--- src/rtl/core/pstc_pkg.sv ---
// pstc_pkg: shared sizes, payload structs, controller states and the
// command / status bundles of the priority scheduling block
// no dependencies
package pstc_pkg;

  // configuration of the block
  localparam int MAX_PROCESSES = 16;
  localparam int BURST_BITS    = 16;
  localparam int PRIORITY_BITS = 8;

  // derived sizes
  localparam int IDX_W   = (MAX_PROCESSES > 1) ? $clog2(MAX_PROCESSES) : 1;
  localparam int CNT_W   = $clog2(MAX_PROCESSES + 1);
  localparam int KEY_W   = PRIORITY_BITS + IDX_W;
  localparam int ENTRY_W = PRIORITY_BITS + BURST_BITS;
  localparam int ACC_W   = BURST_BITS + CNT_W;
  localparam int TOT_W   = BURST_BITS + 2 * CNT_W;
  localparam int NUM_W   = TOT_W + 8;
  localparam int DEN_W   = CNT_W + 1;
  localparam int STEP_W  = $clog2(NUM_W + 1);

  // averages are reported in hundredths, rounded half up: (2*100*sum + n) / 2n
  localparam int AVG_SCALE = 200;

  typedef struct packed {
    logic [15:0] burst_time;
    logic [7:0]  priority_req;
    logic        last_process;
  } proc_item_t;

  typedef struct packed {
    logic [4:0]  process_id;
    logic [7:0]  priority_out;
    logic [15:0] burst_out;
    logic [19:0] waiting_time;
    logic [19:0] turnaround_time;
    logic        is_summary;
    logic [26:0] avg_waiting_x100;
    logic [26:0] avg_turnaround_x100;
    logic        capacity_exceeded;
    logic        last;
  } res_item_t;

  typedef enum logic [2:0] {
    ST_LOAD,
    ST_SCAN,
    ST_EMIT,
    ST_DIV_W,
    ST_WAIT_W,
    ST_DIV_T,
    ST_WAIT_T,
    ST_SUMMARY
  } state_t;

  typedef struct packed {
    logic load;
    logic run_init;
    logic scan;
    logic scan_start;
    logic emit;
    logic div_start;
    logic div_sel_t;
    logic capture_w;
    logic capture_t;
    logic summary;
  } ctrl_cmd_t;

  typedef struct packed {
    logic load_last;
    logic scan_done;
    logic last_pass;
    logic out_free;
    logic div_done;
  } dp_status_t;

endpackage

--- src/rtl/core/pstc_ram.sv ---
// pstc_ram: generic single write port, single read port memory with
// registered read data; no dependencies
module pstc_ram #(
  parameter int WIDTH = 8,
  parameter int DEPTH = 16
) (
  input  logic                                      clk,
  input  logic                                      we,
  input  logic [((DEPTH > 1) ? $clog2(DEPTH) : 1)-1:0] waddr,
  input  logic [WIDTH-1:0]                          wdata,
  input  logic [((DEPTH > 1) ? $clog2(DEPTH) : 1)-1:0] raddr,
  output logic [WIDTH-1:0]                          rdata
);

  logic [WIDTH-1:0] mem [DEPTH];

  // write port and registered read port
  always_ff @(posedge clk) begin
    if (we) begin
      mem[waddr] <= wdata;
    end
    rdata <= mem[raddr];
  end

endmodule

--- src/rtl/core/pstc_div.sv ---
// pstc_div: restoring divider, one quotient bit per cycle
// depends on pstc_pkg for operand widths
module pstc_div (
  input  logic                       clk,
  input  logic                       rst,
  input  logic                       start,
  input  logic [pstc_pkg::NUM_W-1:0] numer,
  input  logic [pstc_pkg::DEN_W-1:0] denom,
  output logic                       busy,
  output logic                       done,
  output logic [pstc_pkg::NUM_W-1:0] quot
);

  logic [pstc_pkg::DEN_W-1:0]  rem;
  logic [pstc_pkg::DEN_W-1:0]  den_r;
  logic [pstc_pkg::NUM_W-1:0]  work;
  logic [pstc_pkg::STEP_W-1:0] step;
  logic [pstc_pkg::DEN_W:0]    trial;
  logic [pstc_pkg::DEN_W:0]    diff;
  logic                        ge;

  // one trial subtraction per step
  always_comb begin
    trial = {rem, work[pstc_pkg::NUM_W-1]};
    diff  = trial - {1'b0, den_r};
    ge    = (trial >= {1'b0, den_r});
  end

  // sequencing
  always_ff @(posedge clk) begin
    if (rst) begin
      busy <= 1'b0;
      done <= 1'b0;
    end else if (start) begin
      busy <= 1'b1;
      done <= 1'b0;
    end else if (busy) begin
      if (step == pstc_pkg::STEP_W'(pstc_pkg::NUM_W - 1)) begin
        busy <= 1'b0;
        done <= 1'b1;
      end
    end else begin
      done <= 1'b0;
    end
  end

  // operands, partial remainder and quotient bits
  always_ff @(posedge clk) begin
    if (start) begin
      work  <= numer;
      den_r <= denom;
      rem   <= '0;
      step  <= '0;
    end else if (busy) begin
      rem  <= ge ? diff[pstc_pkg::DEN_W-1:0] : trial[pstc_pkg::DEN_W-1:0];
      work <= {work[pstc_pkg::NUM_W-2:0], ge};
      step <= step + pstc_pkg::STEP_W'(1);
    end
  end

  assign quot = work;

endmodule

--- src/rtl/core/pstc_dp.sv ---
// pstc_dp: process store, selection scan, time accumulation, averaging
// and result register; depends on pstc_pkg, pstc_ram and pstc_div
module pstc_dp (
  input  logic                   clk,
  input  logic                   rst,
  input  pstc_pkg::ctrl_cmd_t    cmd,
  output pstc_pkg::dp_status_t   st,
  input  pstc_pkg::proc_item_t   proc_item,
  output logic                   res_valid,
  input  logic                   res_ready,
  output pstc_pkg::res_item_t    res_item
);

  logic [pstc_pkg::CNT_W-1:0]      count;
  logic                            overflow;
  logic [pstc_pkg::CNT_W-1:0]      scan_addr;
  logic [pstc_pkg::CNT_W-1:0]      emitted;
  logic [pstc_pkg::CNT_W-1:0]      emitted_inc;
  logic                            rd_issue;
  logic                            rd_valid;
  logic [pstc_pkg::IDX_W-1:0]      rd_idx;
  logic [pstc_pkg::ENTRY_W-1:0]    ram_wdata;
  logic [pstc_pkg::ENTRY_W-1:0]    ram_rdata;
  logic [pstc_pkg::KEY_W-1:0]      cand_key;
  logic [pstc_pkg::BURST_BITS-1:0] cand_burst;
  logic                            take;
  logic [pstc_pkg::KEY_W-1:0]      prev_key;
  logic                            prev_valid;
  logic [pstc_pkg::KEY_W-1:0]      best_key;
  logic [pstc_pkg::BURST_BITS-1:0] best_burst;
  logic                            best_valid;
  logic [pstc_pkg::ACC_W-1:0]      acc;
  logic [pstc_pkg::ACC_W-1:0]      turn;
  logic [pstc_pkg::TOT_W-1:0]      totw;
  logic [pstc_pkg::TOT_W-1:0]      tott;
  logic [pstc_pkg::TOT_W-1:0]      tot_sel;
  logic [pstc_pkg::NUM_W-1:0]      avg_w;
  logic [pstc_pkg::NUM_W-1:0]      avg_t;
  logic [pstc_pkg::NUM_W-1:0]      div_numer;
  logic [pstc_pkg::DEN_W-1:0]      div_denom;
  logic [pstc_pkg::NUM_W-1:0]      div_quot;
  logic                            div_busy;
  logic                            div_done;
  logic                            out_free;
  pstc_pkg::res_item_t             res_next;

  // process store: priority above burst in one word per entry
  assign ram_wdata = {pstc_pkg::PRIORITY_BITS'(proc_item.priority_req),
                      pstc_pkg::BURST_BITS'(proc_item.burst_time)};

  pstc_ram #(
    .WIDTH (pstc_pkg::ENTRY_W),
    .DEPTH (pstc_pkg::MAX_PROCESSES)
  ) u_store (
    .clk   (clk),
    .we    (cmd.load && (count < pstc_pkg::CNT_W'(pstc_pkg::MAX_PROCESSES))),
    .waddr (count[pstc_pkg::IDX_W-1:0]),
    .wdata (ram_wdata),
    .raddr (scan_addr[pstc_pkg::IDX_W-1:0]),
    .rdata (ram_rdata)
  );

  // scan compare: smallest {priority, arrival} key above the one last served
  always_comb begin
    rd_issue   = cmd.scan && (scan_addr < count);
    cand_key   = {ram_rdata[pstc_pkg::ENTRY_W-1 -: pstc_pkg::PRIORITY_BITS], rd_idx};
    cand_burst = ram_rdata[pstc_pkg::BURST_BITS-1:0];
    take       = rd_valid && (!prev_valid || (cand_key > prev_key)) &&
                 (!best_valid || (cand_key < best_key));
  end

  // times of the selected process and result formatting
  always_comb begin
    turn        = acc + pstc_pkg::ACC_W'(best_burst);
    emitted_inc = emitted + pstc_pkg::CNT_W'(1);
    out_free    = !res_valid || res_ready;
    res_next    = '0;
    if (cmd.summary) begin
      res_next.is_summary          = 1'b1;
      res_next.avg_waiting_x100    = 27'(avg_w);
      res_next.avg_turnaround_x100 = 27'(avg_t);
      res_next.capacity_exceeded   = overflow;
      res_next.last                = 1'b1;
    end else begin
      res_next.process_id      = 5'(pstc_pkg::CNT_W'(best_key[pstc_pkg::IDX_W-1:0]) +
                                     pstc_pkg::CNT_W'(1));
      res_next.priority_out    = 8'(best_key[pstc_pkg::KEY_W-1 -: pstc_pkg::PRIORITY_BITS]);
      res_next.burst_out       = 16'(best_burst);
      res_next.waiting_time    = 20'(acc);
      res_next.turnaround_time = 20'(turn);
    end
  end

  // averaging operands: (sum * 200 + n) / 2n
  always_comb begin
    tot_sel   = cmd.div_sel_t ? tott : totw;
    div_numer = pstc_pkg::NUM_W'(tot_sel) * pstc_pkg::NUM_W'(pstc_pkg::AVG_SCALE) +
                pstc_pkg::NUM_W'(count);
    div_denom = {count, 1'b0};
  end

  pstc_div u_div (
    .clk   (clk),
    .rst   (rst),
    .start (cmd.div_start),
    .numer (div_numer),
    .denom (div_denom),
    .busy  (div_busy),
    .done  (div_done),
    .quot  (div_quot)
  );

  // control registers
  always_ff @(posedge clk) begin
    if (rst) begin
      count      <= '0;
      overflow   <= 1'b0;
      scan_addr  <= '0;
      rd_valid   <= 1'b0;
      best_valid <= 1'b0;
      prev_valid <= 1'b0;
      emitted    <= '0;
      res_valid  <= 1'b0;
    end else begin
      // fill count and capacity flag
      if (cmd.load) begin
        if (count < pstc_pkg::CNT_W'(pstc_pkg::MAX_PROCESSES)) begin
          count <= count + pstc_pkg::CNT_W'(1);
        end else begin
          overflow <= 1'b1;
        end
      end else if (cmd.summary) begin
        count    <= '0;
        overflow <= 1'b0;
      end
      // scan address and read pipeline
      if (cmd.run_init || cmd.scan_start) begin
        scan_addr  <= '0;
        rd_valid   <= 1'b0;
        best_valid <= 1'b0;
      end else begin
        rd_valid <= rd_issue;
        if (rd_issue) begin
          scan_addr <= scan_addr + pstc_pkg::CNT_W'(1);
        end
        if (take) begin
          best_valid <= 1'b1;
        end
      end
      // service progress
      if (cmd.run_init) begin
        prev_valid <= 1'b0;
        emitted    <= '0;
      end else if (cmd.emit) begin
        prev_valid <= 1'b1;
        emitted    <= emitted_inc;
      end
      // result register
      if (cmd.emit || cmd.summary) begin
        res_valid <= 1'b1;
      end else if (res_ready) begin
        res_valid <= 1'b0;
      end
    end
  end

  // data registers
  always_ff @(posedge clk) begin
    rd_idx <= scan_addr[pstc_pkg::IDX_W-1:0];
    if (take) begin
      best_key   <= cand_key;
      best_burst <= cand_burst;
    end
    if (cmd.run_init) begin
      acc  <= '0;
      totw <= '0;
      tott <= '0;
    end else if (cmd.emit) begin
      acc      <= turn;
      totw     <= totw + pstc_pkg::TOT_W'(acc);
      tott     <= tott + pstc_pkg::TOT_W'(turn);
      prev_key <= best_key;
    end
    if (cmd.capture_w && div_done) begin
      avg_w <= div_quot;
    end
    if (cmd.capture_t && div_done) begin
      avg_t <= div_quot;
    end
    if (cmd.emit || cmd.summary) begin
      res_item <= res_next;
    end
  end

  // status to the controller
  always_comb begin
    st.load_last = proc_item.last_process;
    st.scan_done = (scan_addr == count) && !rd_valid;
    st.last_pass = (emitted_inc == count);
    st.out_free  = out_free;
    st.div_done  = div_done;
  end

  // checks
  a_emit_winner: assert property (@(posedge clk) disable iff (rst)
    cmd.emit |-> best_valid && out_free)
    else $error("result issued without a selected process");

  a_count_bound: assert property (@(posedge clk) disable iff (rst)
    count <= pstc_pkg::CNT_W'(pstc_pkg::MAX_PROCESSES))
    else $error("fill count beyond capacity");

  a_div_idle: assert property (@(posedge clk) disable iff (rst)
    cmd.div_start |-> !div_busy)
    else $error("divider restarted while busy");

  a_read_range: assert property (@(posedge clk) disable iff (rst)
    rd_valid |-> (pstc_pkg::CNT_W'(rd_idx) < count))
    else $error("scan read beyond stored processes");

endmodule

--- src/rtl/core/pstc_ctrl.sv ---
// pstc_ctrl: run sequencer for load, selection scans, result issue,
// averaging and summary; depends on pstc_pkg
module pstc_ctrl (
  input  logic                 clk,
  input  logic                 rst,
  input  logic                 proc_valid,
  output logic                 proc_ready,
  input  pstc_pkg::dp_status_t st,
  output pstc_pkg::ctrl_cmd_t  cmd
);

  pstc_pkg::state_t state;
  pstc_pkg::state_t state_next;

  // state register
  always_ff @(posedge clk) begin
    if (rst) begin
      state <= pstc_pkg::ST_LOAD;
    end else begin
      state <= state_next;
    end
  end

  // next state
  always_comb begin
    state_next = state;
    unique case (state)
      pstc_pkg::ST_LOAD: begin
        if (proc_valid && st.load_last) state_next = pstc_pkg::ST_SCAN;
      end
      pstc_pkg::ST_SCAN: begin
        if (st.scan_done) state_next = pstc_pkg::ST_EMIT;
      end
      pstc_pkg::ST_EMIT: begin
        if (st.out_free) begin
          state_next = st.last_pass ? pstc_pkg::ST_DIV_W : pstc_pkg::ST_SCAN;
        end
      end
      pstc_pkg::ST_DIV_W: begin
        state_next = pstc_pkg::ST_WAIT_W;
      end
      pstc_pkg::ST_WAIT_W: begin
        if (st.div_done) state_next = pstc_pkg::ST_DIV_T;
      end
      pstc_pkg::ST_DIV_T: begin
        state_next = pstc_pkg::ST_WAIT_T;
      end
      pstc_pkg::ST_WAIT_T: begin
        if (st.div_done) state_next = pstc_pkg::ST_SUMMARY;
      end
      pstc_pkg::ST_SUMMARY: begin
        if (st.out_free) state_next = pstc_pkg::ST_LOAD;
      end
      default: begin
        state_next = pstc_pkg::ST_LOAD;
      end
    endcase
  end

  // commands
  always_comb begin
    cmd        = '0;
    proc_ready = 1'b0;
    unique case (state)
      pstc_pkg::ST_LOAD: begin
        proc_ready   = 1'b1;
        cmd.load     = proc_valid;
        cmd.run_init = proc_valid && st.load_last;
      end
      pstc_pkg::ST_SCAN: begin
        cmd.scan = 1'b1;
      end
      pstc_pkg::ST_EMIT: begin
        cmd.emit       = st.out_free;
        cmd.scan_start = st.out_free && !st.last_pass;
      end
      pstc_pkg::ST_DIV_W: begin
        cmd.div_start = 1'b1;
      end
      pstc_pkg::ST_WAIT_W: begin
        cmd.capture_w = 1'b1;
      end
      pstc_pkg::ST_DIV_T: begin
        cmd.div_start = 1'b1;
        cmd.div_sel_t = 1'b1;
      end
      pstc_pkg::ST_WAIT_T: begin
        cmd.capture_t = 1'b1;
        cmd.div_sel_t = 1'b1;
      end
      pstc_pkg::ST_SUMMARY: begin
        cmd.summary = st.out_free;
      end
      default: begin
        cmd = '0;
      end
    endcase
  end

endmodule

--- src/rtl/core/priority_schedule_time_calc.sv ---
// Non-preemptive priority scheduler: one process transfer per cycle while loading.
// After the last process each result needs a scan of the process store (a store read per
// stored process, the registered read, scan end) and an issue that waits for a free result
// register; the two averages then run in turn through the shared divider, then the summary.
// Reset clears fill count, capacity flag, sequencer and result register; the process
// store has no reset and is read only where written. Depends on pstc_pkg, pstc_ctrl, pstc_dp
module priority_schedule_time_calc (
  input  logic                 clk,
  input  logic                 rst,
  input  logic                 proc_valid,
  output logic                 proc_ready,
  input  pstc_pkg::proc_item_t proc_item,
  output logic                 res_valid,
  input  logic                 res_ready,
  output pstc_pkg::res_item_t  res_item
);

  pstc_pkg::ctrl_cmd_t  cmd;
  pstc_pkg::dp_status_t st;

  // sequencer
  pstc_ctrl u_ctrl (
    .clk        (clk),
    .rst        (rst),
    .proc_valid (proc_valid),
    .proc_ready (proc_ready),
    .st         (st),
    .cmd        (cmd)
  );

  // datapath
  pstc_dp u_dp (
    .clk       (clk),
    .rst       (rst),
    .cmd       (cmd),
    .st        (st),
    .proc_item (proc_item),
    .res_valid (res_valid),
    .res_ready (res_ready),
    .res_item  (res_item)
  );

endmodule
--- config.mk ---
export PLATFORM = sky130hd
export DESIGN_NAME = priority_schedule_time_calc
export DESIGN_NICKNAME = d
export VERILOG_FILES = /design/src/rtl/core/pstc_pkg.sv /design/src/rtl/core/pstc_ram.sv /design/src/rtl/core/pstc_div.sv /design/src/rtl/core/pstc_dp.sv /design/src/rtl/core/pstc_ctrl.sv /design/src/rtl/core/priority_schedule_time_calc.sv
export SDC_FILE = /design/constraint.sdc
export NUM_CORES = 1
export LEC_CHECK = 0
export ABC_CLOCK_PERIOD_IN_PS = 14250
export BUFFER_PORTS_ARGS = -buffer_cell sky130_fd_sc_hd__buf_2
export CORE_AREA = 2 2 261 263
export CTS_CLUSTER_SIZE = 12
export DETAILED_ROUTE_END_ITERATION = 8
export DIE_AREA = 0 0 263 265
export GPL_ROUTABILITY_DRIVEN = 0
export PLACE_DENSITY = 0.72
export SYNTH_ARGS = -nofsm -noshare
export SYNTH_HDL_FRONTEND = slang
export SYNTH_HIERARCHICAL = 1
export SYNTH_SLANG_ARGS = --single-unit
--- constraint.sdc ---
create_clock -name clk -period 14.25 [get_ports clk]
set_input_delay 2.85 -clock clk [delete_from_list [all_inputs] [get_ports clk]]
set_output_delay 2.85 -clock clk [all_outputs]
set_load 0.05 [all_outputs]
==> results of run 1 <==
## registers in the layout (all words and copies together), names as in the netlist, 4 cells and up
name / cells
u_dp/emitted: 5
u_dp/avg_t: 27
u_dp/prev_key: 12
u_dp/u_div/den_r: 6
u_dp/u_div/rem: 6
u_dp/u_store/rdata: 24
u_dp/avg_w: 27
u_dp/acc: 21
u_dp/totw: 26
u_dp/u_div/quot: 34
u_dp/best_burst: 16
u_dp/tott: 26
u_dp/u_div/step: 6
u_dp/count: 5
u_dp/u_store/mem: 384
u_dp/res_item: 125
u_dp/rd_idx: 4
u_dp/scan_addr: 5
u_dp/best_key: 12
## per-layer routing
| layer | wire, um | vias up | global-route usage |
|---|---|---|---|
| li1 | - | 9994 | - |
| met1 | 30500 | 10700 | 0.269 |
| met2 | 41600 | 559 | 0.414 |
| met3 | 3610 | 150 | 0.0316 |
| met4 | 2160 | 4 | 0.0780 |
| met5 | 27 | - | 0 |
## worst min-delay path by stage
stage / endpoint / slack (ps) / cells after the start
floorplan: u_dp/best_burst[0] / 390 / 0
global placement: u_dp/best_burst[6] / 390 / 0
detailed placement: u_dp/best_burst[5] / 390 / 0
CTS: u_dp/best_burst[11] / 410 / 0
global route: u_dp/best_burst[12] / 410 / 0
finish: u_dp/best_burst[12] / 400 / 0
## cells by family (layout without fill, tap and decap cells)
| group | after synthesis | after routing |
|---|---|---|
| adders and majority gates | 209 | 209 |
| DFF | 781 | 781 |
| buffers and inverters | 287 | 502 |
| and+or+nand+nor | 620 | 620 |
| AOI/OAI and AO/OA | 365 | 365 |
| muxes | 210 | 210 |
| other | 1 | 3 |
| xor gates and xnor gates | 133 | 133 |
## metrics by stage
stage	cells	area [um2]	utilization	setup WS, ps	power (mW)
2_1_floorplan	2606	36400	-	7390	5.05
3_3_place_gp	3550	38000	0.569	7420	5.56
3_5_place_dp	3550	38000	0.569	7090	5.65
4_1_cts	3694	40500	0.607	7060	7.65
5_1_grt	3694	40500	0.607	6480	8.02
6_report	3696	40500	0.607	7010	7.59
## cell usage in the layout (no fill, tap or decap), types with 18 or more instances in the layout
master	count
a211oi_1	20
mux2i_1	72
nand2_1	95
xor2_1	53
clkbuf_1	34
nor2b_1	52
buf_2	156
inv_1	182
nor3_1	35
mux4_2	96
xnor2_1	80
nand2b_1	25
ha_1	183
fa_1	26
clkbuf_16	81
buf_4	18
edfxtp_1	643
mux2_2	42
dfxtp_1	136
nand4_1	26
nor2_1	172
and2_1	77
nand3_1	35
o21ai_0	43
a22oi_1	51
a21o_1	47
a21oi_1	84
## worst reg2reg max path, stage by stage (launching register included)
cell,delay (ps)
dfxtp_1,580
nand2b_1,200
a21oi_4,860
mux2i_1,810
inv_1,170
ha_1,330
ha_1,320
fa_1,460
ha_1,270
a211oi_2,380
o21ai_1,230
a311oi_1,490
mux2i_1,300
nand2_1,170
nor4b_1,380
nand3_1,170
nor3_2,300
nand4_1,150
xnor2_1,150
mux2_2,270
## power by group through the flow
| stage | clock network (mW) | registers (mW) | logic (mW) |
|---|---|---|---|
| 6_report | 1.99 | 3.02 | 2.59 |
| 5_1_grt | 2.12 | 3.05 | 2.85 |
| 4_1_cts | 2.03 | 3.02 | 2.59 |
| 3_5_place_dp | 0 | 3.07 | 2.58 |
| 3_3_place_gp | 0 | 3.06 | 2.50 |
| 2_1_floorplan | 0 | 3.32 | 1.73 |
## cell type report
| type | count | area (um2) |
|---|---|---|
| Fill cell | 5046 | 26300 |
| Antenna cell | 2 | 5.00 |
| Timing Repair Buffer | 174 | 916 |
| Clock inverter | 27 | 312 |
| Multi-Input combinational cell | 1538 | 13200 |
| Sequential cell | 781 | 22100 |
| Clock buffer | 117 | 2180 |
| Inverter | 184 | 698 |
| Tap cell | 873 | 1090 |
==> results.tsv, run 1 <==
metric	value	unit
Layout area overhead	11.5	%
vias in the first global route	22000	
peak supply drop	0.108	mV
Yosys reg bits	781	
Mapped Area	36400	um2
setup violators final	0	
sequential power share	0.397	
num ports	157	
combinational family with the most area after synthesis	multiplexers	
outcome	finished clean	
Final ANT Viol Nets	0	
crit share post-route	0.508	
Worst Tran Pin Value	1150	ps
H-tree depth	3	
multiplexer share of the synthesized area	0.0923	
reg2reg path depth	19	
largest net degree at the start of global routing	80	
clk sinks	781	
DR DRC count	0	
post-CTS setup buffer count	0	
GRT Total Usage	0.225	
CP startpoint	u_ctrl/state[0]	
Worst Setup Start Kind	register	
Leak	15.3	nW
Final #Nets	2998	
die area	69700	um2
CP Class	reg -> reg	
Crit path buffers/inverters	1	
Worst-Skew Late Latency	650	ps
Net Count, Synth	2844	
1st-iter DRT viols	1414	
vias per cell	5.79	
Final Hold Vio Count	0	
Yosys cell types	93	
Num CTS Buffers	81	
1st-pass router iterations	5	
Sw Share	0.359	
ratio of cells with drive above 1 in the final layout	0.169	
global-route wire length before repair	122000	um
I/O Buffers	156	
CP max FO	27	
Critical Path Sink	u_dp/u_div/quot[32]	
vias after detailed routing	21400	
Tmin final	7240	ps
Critical Path RT	14610	ps
Starting Density	0.544	
sw power	2.72	mW
unrepaired setup endpoints after global routing	false	
Crit path depth	19	
HP Class	reg -> reg	
ys async rst share	0	
CP Data Arrival Time	7600	ps
Synth top area share	0.531	
MaxCap Viol Count	0	
Cell Chain, Critical Path	nand2b_1 -> a21oi_4 -> mux2i_1 -> inv_1 -> ha_1 -> ha_1 -> fa_1 -> ha_1 -> a211oi_2 -> o21ai_1 -> a311oi_1 -> mux2i_1 -> nand2_1 -> nor4b_1 -> nand3_1 -> nor3_2 -> nand4_1 -> xnor2_1 -> mux2_2	
Synth area leader	edfxtp_1	
Post-synth EDFFs	643	
CTS clk-pin slew, worst paths	60	ps
Crit Reg-Reg Startpoint	u_ctrl/state[0]	
CP max stage cell	a21oi_4	
Hold Worst Slack	405	ps
R2R Setup Slk	7010	ps
Achievable Freq	0.138	GHz
Wirelength per Cell	21.1	um
initial antenna violation count	3	
most common cell in the netlist	edfxtp_1	
Die W	263	um
Hold Crit Start	u_dp/u_store/rdata[12]	
clk root buf	clkbuf_16	
Worst R2R End	u_dp/u_div/quot[32]	
Rel. slew slack	0.229	
FP Rows	95	
Post-synth top flop	edfxtp_1	
post-route clock skew	39.4	ps
syn avg cell area	14.0	um2
Post-Synth Simple-Gate Area	0.0897	
register area share after synthesis	0.607	
Compound-Gate Fraction of Synth Area	0.0688	
Clk pwr share	0.262	
kind of end point of the critical path	register	
Max Slew Vio Count	0	
TNS Setup	0	ps
post-DP HPWL	49500	um
Synth Instances	2606	
Critical Path Max Stage Delay	860	ps
Synth Warn #	6	
pwr/cell area	187	nW/um2
Core ar.	66800	um2
Comb pwr share	0.341	
maximum buffer depth of the clock tree	3	
total gr overflow	0	
final WL	77900	um
most used cell, CP	ha_1	
Synth area leaders	edfxtp_1, dfxtp_1, ha_1, mux4_2, mux2i_1	
Internal Dissipation	4.87	mW
TritonCTS clock tree	built	
post-synthesis adder-cell area fraction	0.0773	
PostCTS Resize Cnt	0	
Die Y	265	um
Hold-fix buffers, CTS	0	
Post-synth top cells	edfxtp_1, nor2_1, ha_1, inv_1, dfxtp_1	
XOR/XNOR Fraction of Synth Area	0.0320	
crit-path leading delay family	compound AO/OA/AOI/OAI gates	
Note: power is estimated with default switching activity, not from simulation.
==> inputs of run 2 (changes only) <==
ABC_CLOCK_PERIOD_IN_PS = 6300   (was 14250)
PLACE_DENSITY = 0.75   (was 0.72)
clock period = 6.3 ns   (was 14.25 ns; I/O delays follow)
==> run 2 against run 1 <==
First-iteration DRC count increased by 12%. Final cell count increased by 0.30%. Sequential share of layout area decreased by 0.22 points. Largest power group unchanged. Highest routed layer unchanged.
==> results.tsv, run 2 (synthesis results as in run 1) <==
metric	value	unit	change
outcome	finished clean		unchanged
post-CTS setup buffer count	0		unchanged
Num CTS Buffers	81		unchanged
max reg flops	384		unchanged
most frequent cells in the layout	edfxtp_1, ha_1, inv_1		unchanged
met1 usage	0.266		was 0.269
I/O Buffers	156		unchanged
vias after detailed routing	21700		was 21400
Rel. slew slack	0.250		was 0.229
Layout area overhead	11.9	%	was 11.5%
DR DRC count	0		unchanged
GRT Total Usage	0.225		about the same
CP Class	reg -> reg		unchanged
CP max FO	27		unchanged
Critical Path Max Stage Delay	460	ps	was 860 ps
setup violators final	0		unchanged
total gr overflow	0		unchanged
global-route wire length before repair	122000	um	about the same
Final ANT Viol Nets	0		unchanged
pwr/cell area	426	nW/um2	was 187 nW/um2
Cell Area, Placed	38100	um2	was 38000 um2
num ports	157		unchanged
crit-path leading delay family	compound AO/OA/AOI/OAI gates		unchanged
reg2reg path depth	19		unchanged
Starting Density	0.544		unchanged
Critical Path RT	6660	ps	was 14610 ps
clk root buf	clkbuf_16		unchanged
Die W	263	um	unchanged
peak supply drop	0.399	mV	was 0.108 mV
Worst-Skew Late Latency	640	ps	was 650 ps
most common cell after layout, fill and taps aside	edfxtp_1		unchanged
Hold Crit Depth	0		unchanged
CTS clk-pin slew, worst paths	60	ps	about the same
Core ar.	66800	um2	unchanged
1st-pass router iterations	7		was 5
Die Y	265	um	unchanged
Achievable Freq	0.167	GHz	was 0.138 GHz
Crit path depth	19		unchanged
Wirelength per Cell	21.1	um	about the same
Final Hold Vio Count	0		unchanged
met3 usage	0.0379		was 0.0316
ratio of cells with drive above 1 in the final layout	0.175		was 0.169
initial antenna violation count	4		was 3
grt met2 use	0.409		was 0.414
Worst Setup Start Kind	register		unchanged
Cell Chain, Critical Path	nand2b_1 -> a21oi_4 -> buf_12 -> mux2_2 -> ha_1 -> ha_1 -> fa_1 -> ha_1 -> a211oi_2 -> o21ai_1 -> a31oi_2 -> o21ai_1 -> a311oi_1 -> xnor2_1 -> nand4_1 -> nor4_2 -> nand3_1 -> xnor2_1 -> mux2_2		was nand2b_1 -> a21oi_4 -> mux2i_1 -> inv_1 -> ha_1 -> ha_1 -> fa_1 -> ha_1 -> a211oi_2 -> o21ai_1 -> a311oi_1 -> mux2i_1 -> nand2_1 -> nor4b_1 -> nand3_1 -> nor3_2 -> nand4_1 -> xnor2_1 -> mux2_2
Tmin final	5970	ps	was 7240 ps
final WL	78200	um	was 77900 um
Worst Tran Pin Value	1120	ps	was 1150 ps
vias per cell	5.86		was 5.79
H-tree depth	3		unchanged
Crit path buffers/inverters	1		unchanged
Final #Nets	3008		was 2998
most used routing layer	met2		unchanged
Largest Register	u_dp/u_store/mem		unchanged
most used cell, CP	ha_1		unchanged
1st-iter DRT viols	1580		was 1414
Final Total Pwr	17.3	mW	was 7.59 mW
HP Class	reg -> reg		unchanged
post-route clock skew	33.0	ps	was 39.4 ps
TritonCTS clock tree	built		unchanged
die area	69700	um2	unchanged
largest net degree at the start of global routing	114		was 80
post-DP HPWL	50000	um	was 49500 um
CP max stage cell	fa_1		was a21oi_4
crit share post-route	0.948		was 0.508
vias in the first global route	22400		was 22000
Max Slew Vio Count	0		unchanged
FP Rows	95		unchanged
MaxCap Viol Count	0		unchanged
CP Data Arrival Time	6340	ps	was 7600 ps
post-route cell area	40700	um2	was 40500 um2
maximum buffer depth of the clock tree	3		unchanged
clk sinks	781		unchanged
kind of end point of the critical path	register		unchanged
Leak	15.3	nW	about the same
## run 2: cell types whose count changed in the layout (fill, tap and decap cells not counted), sizes merged
| cell | previous run | this run |
|---|---|---|
| inv | 189 | 188 |
| clkbuf | 117 | 123 |
| clkinv | 19 | 13 |
| clkinvlp | 1 | 2 |
| bufinv | 2 | 3 |
| buf | 174 | 184 |
## run 2: power breakdown
group | total (mW) | switching, mW | leakage, nW | internal, mW
Sequential | 6.80 | 0.432 | 6.98 | 6.37
Clock | 4.52 | 1.94 | 1.20 | 2.58
Combinational | 5.99 | 3.83 | 7.16 | 2.16
Total | 17.3 | 6.20 | 15.3 | 11.1
## run 2: worst register-to-register path, cell delays in order, from the launching register on
cell and delay [ps]:
dfxtp_1 440, nand2b_1 270, a21oi_4 190, buf_12 220, mux2_2 400, ha_1 300
ha_1 310, fa_1 460, ha_1 280, a211oi_2 360, o21ai_1 240, a31oi_2 330
o21ai_1 200, a311oi_1 380, xnor2_1 230, nand4_1 200, nor4_2 290, nand3_1 150
xnor2_1 160, mux2_2 280
## run 2: area by class of cell
type	count	area, um2
fill	5000	26100
sequential	781	22100
multi-input combinational	1538	13300
clock buffer	123	2220
tap	873	1090
timing repair buffer	184	1000
inverter	184	698
clock inverter	22	289
antenna	2	5.00
## run 2: final timing paths
| check | startpoint | endpoint | slack [ps] |
|---|---|---|---|
| worst max register to register | u_ctrl/state[1] | u_dp/u_div/quot[31] | 330 |
| worst max-delay path | u_ctrl/state[1] | u_dp/u_div/quot[31] | 330 |
| worst min register to register | u_dp/u_store/rdata[2] | u_dp/best_burst[2] | 390 |
| worst min-delay path | u_dp/u_store/rdata[2] | u_dp/best_burst[2] | 390 |
## run 2: per-stage QoR
| stage | instances | hold slack [ps] | worst slack [ps] | utilization | setup TNS, ps |
|---|---|---|---|---|---|
| after global placement | 3560 | 389 | 324 | 0.570 | 0 |
| after detailed placement | 3560 | 390 | 203 | 0.570 | 0 |
| after CTS | 3705 | 380 | 143 | 0.608 | 0 |
| after global routing | 3705 | 393 | -10.2 | 0.609 | -10.2 |
| after floorplan | 2606 | 386 | 69.0 | - | 0 |
| final | 3707 | 388 | 325 | 0.609 | 0 |
## run 2: routing by layer
metal  wire [um]  up-vias  share of wire
li1            -    10000              -
met1       30000    10800           0.38
met2       41100      675           0.53
met3        4480      171          0.057
met4        2570        4          0.033
met5          30        -        0.00038
## run 2: repair_timing
item,4_1_cts,5_1_grt
gates resized for setup,0,14
hold buffers,0,0
hold endpoints to repair,0,0
endpoints found under the setup margin,0,7
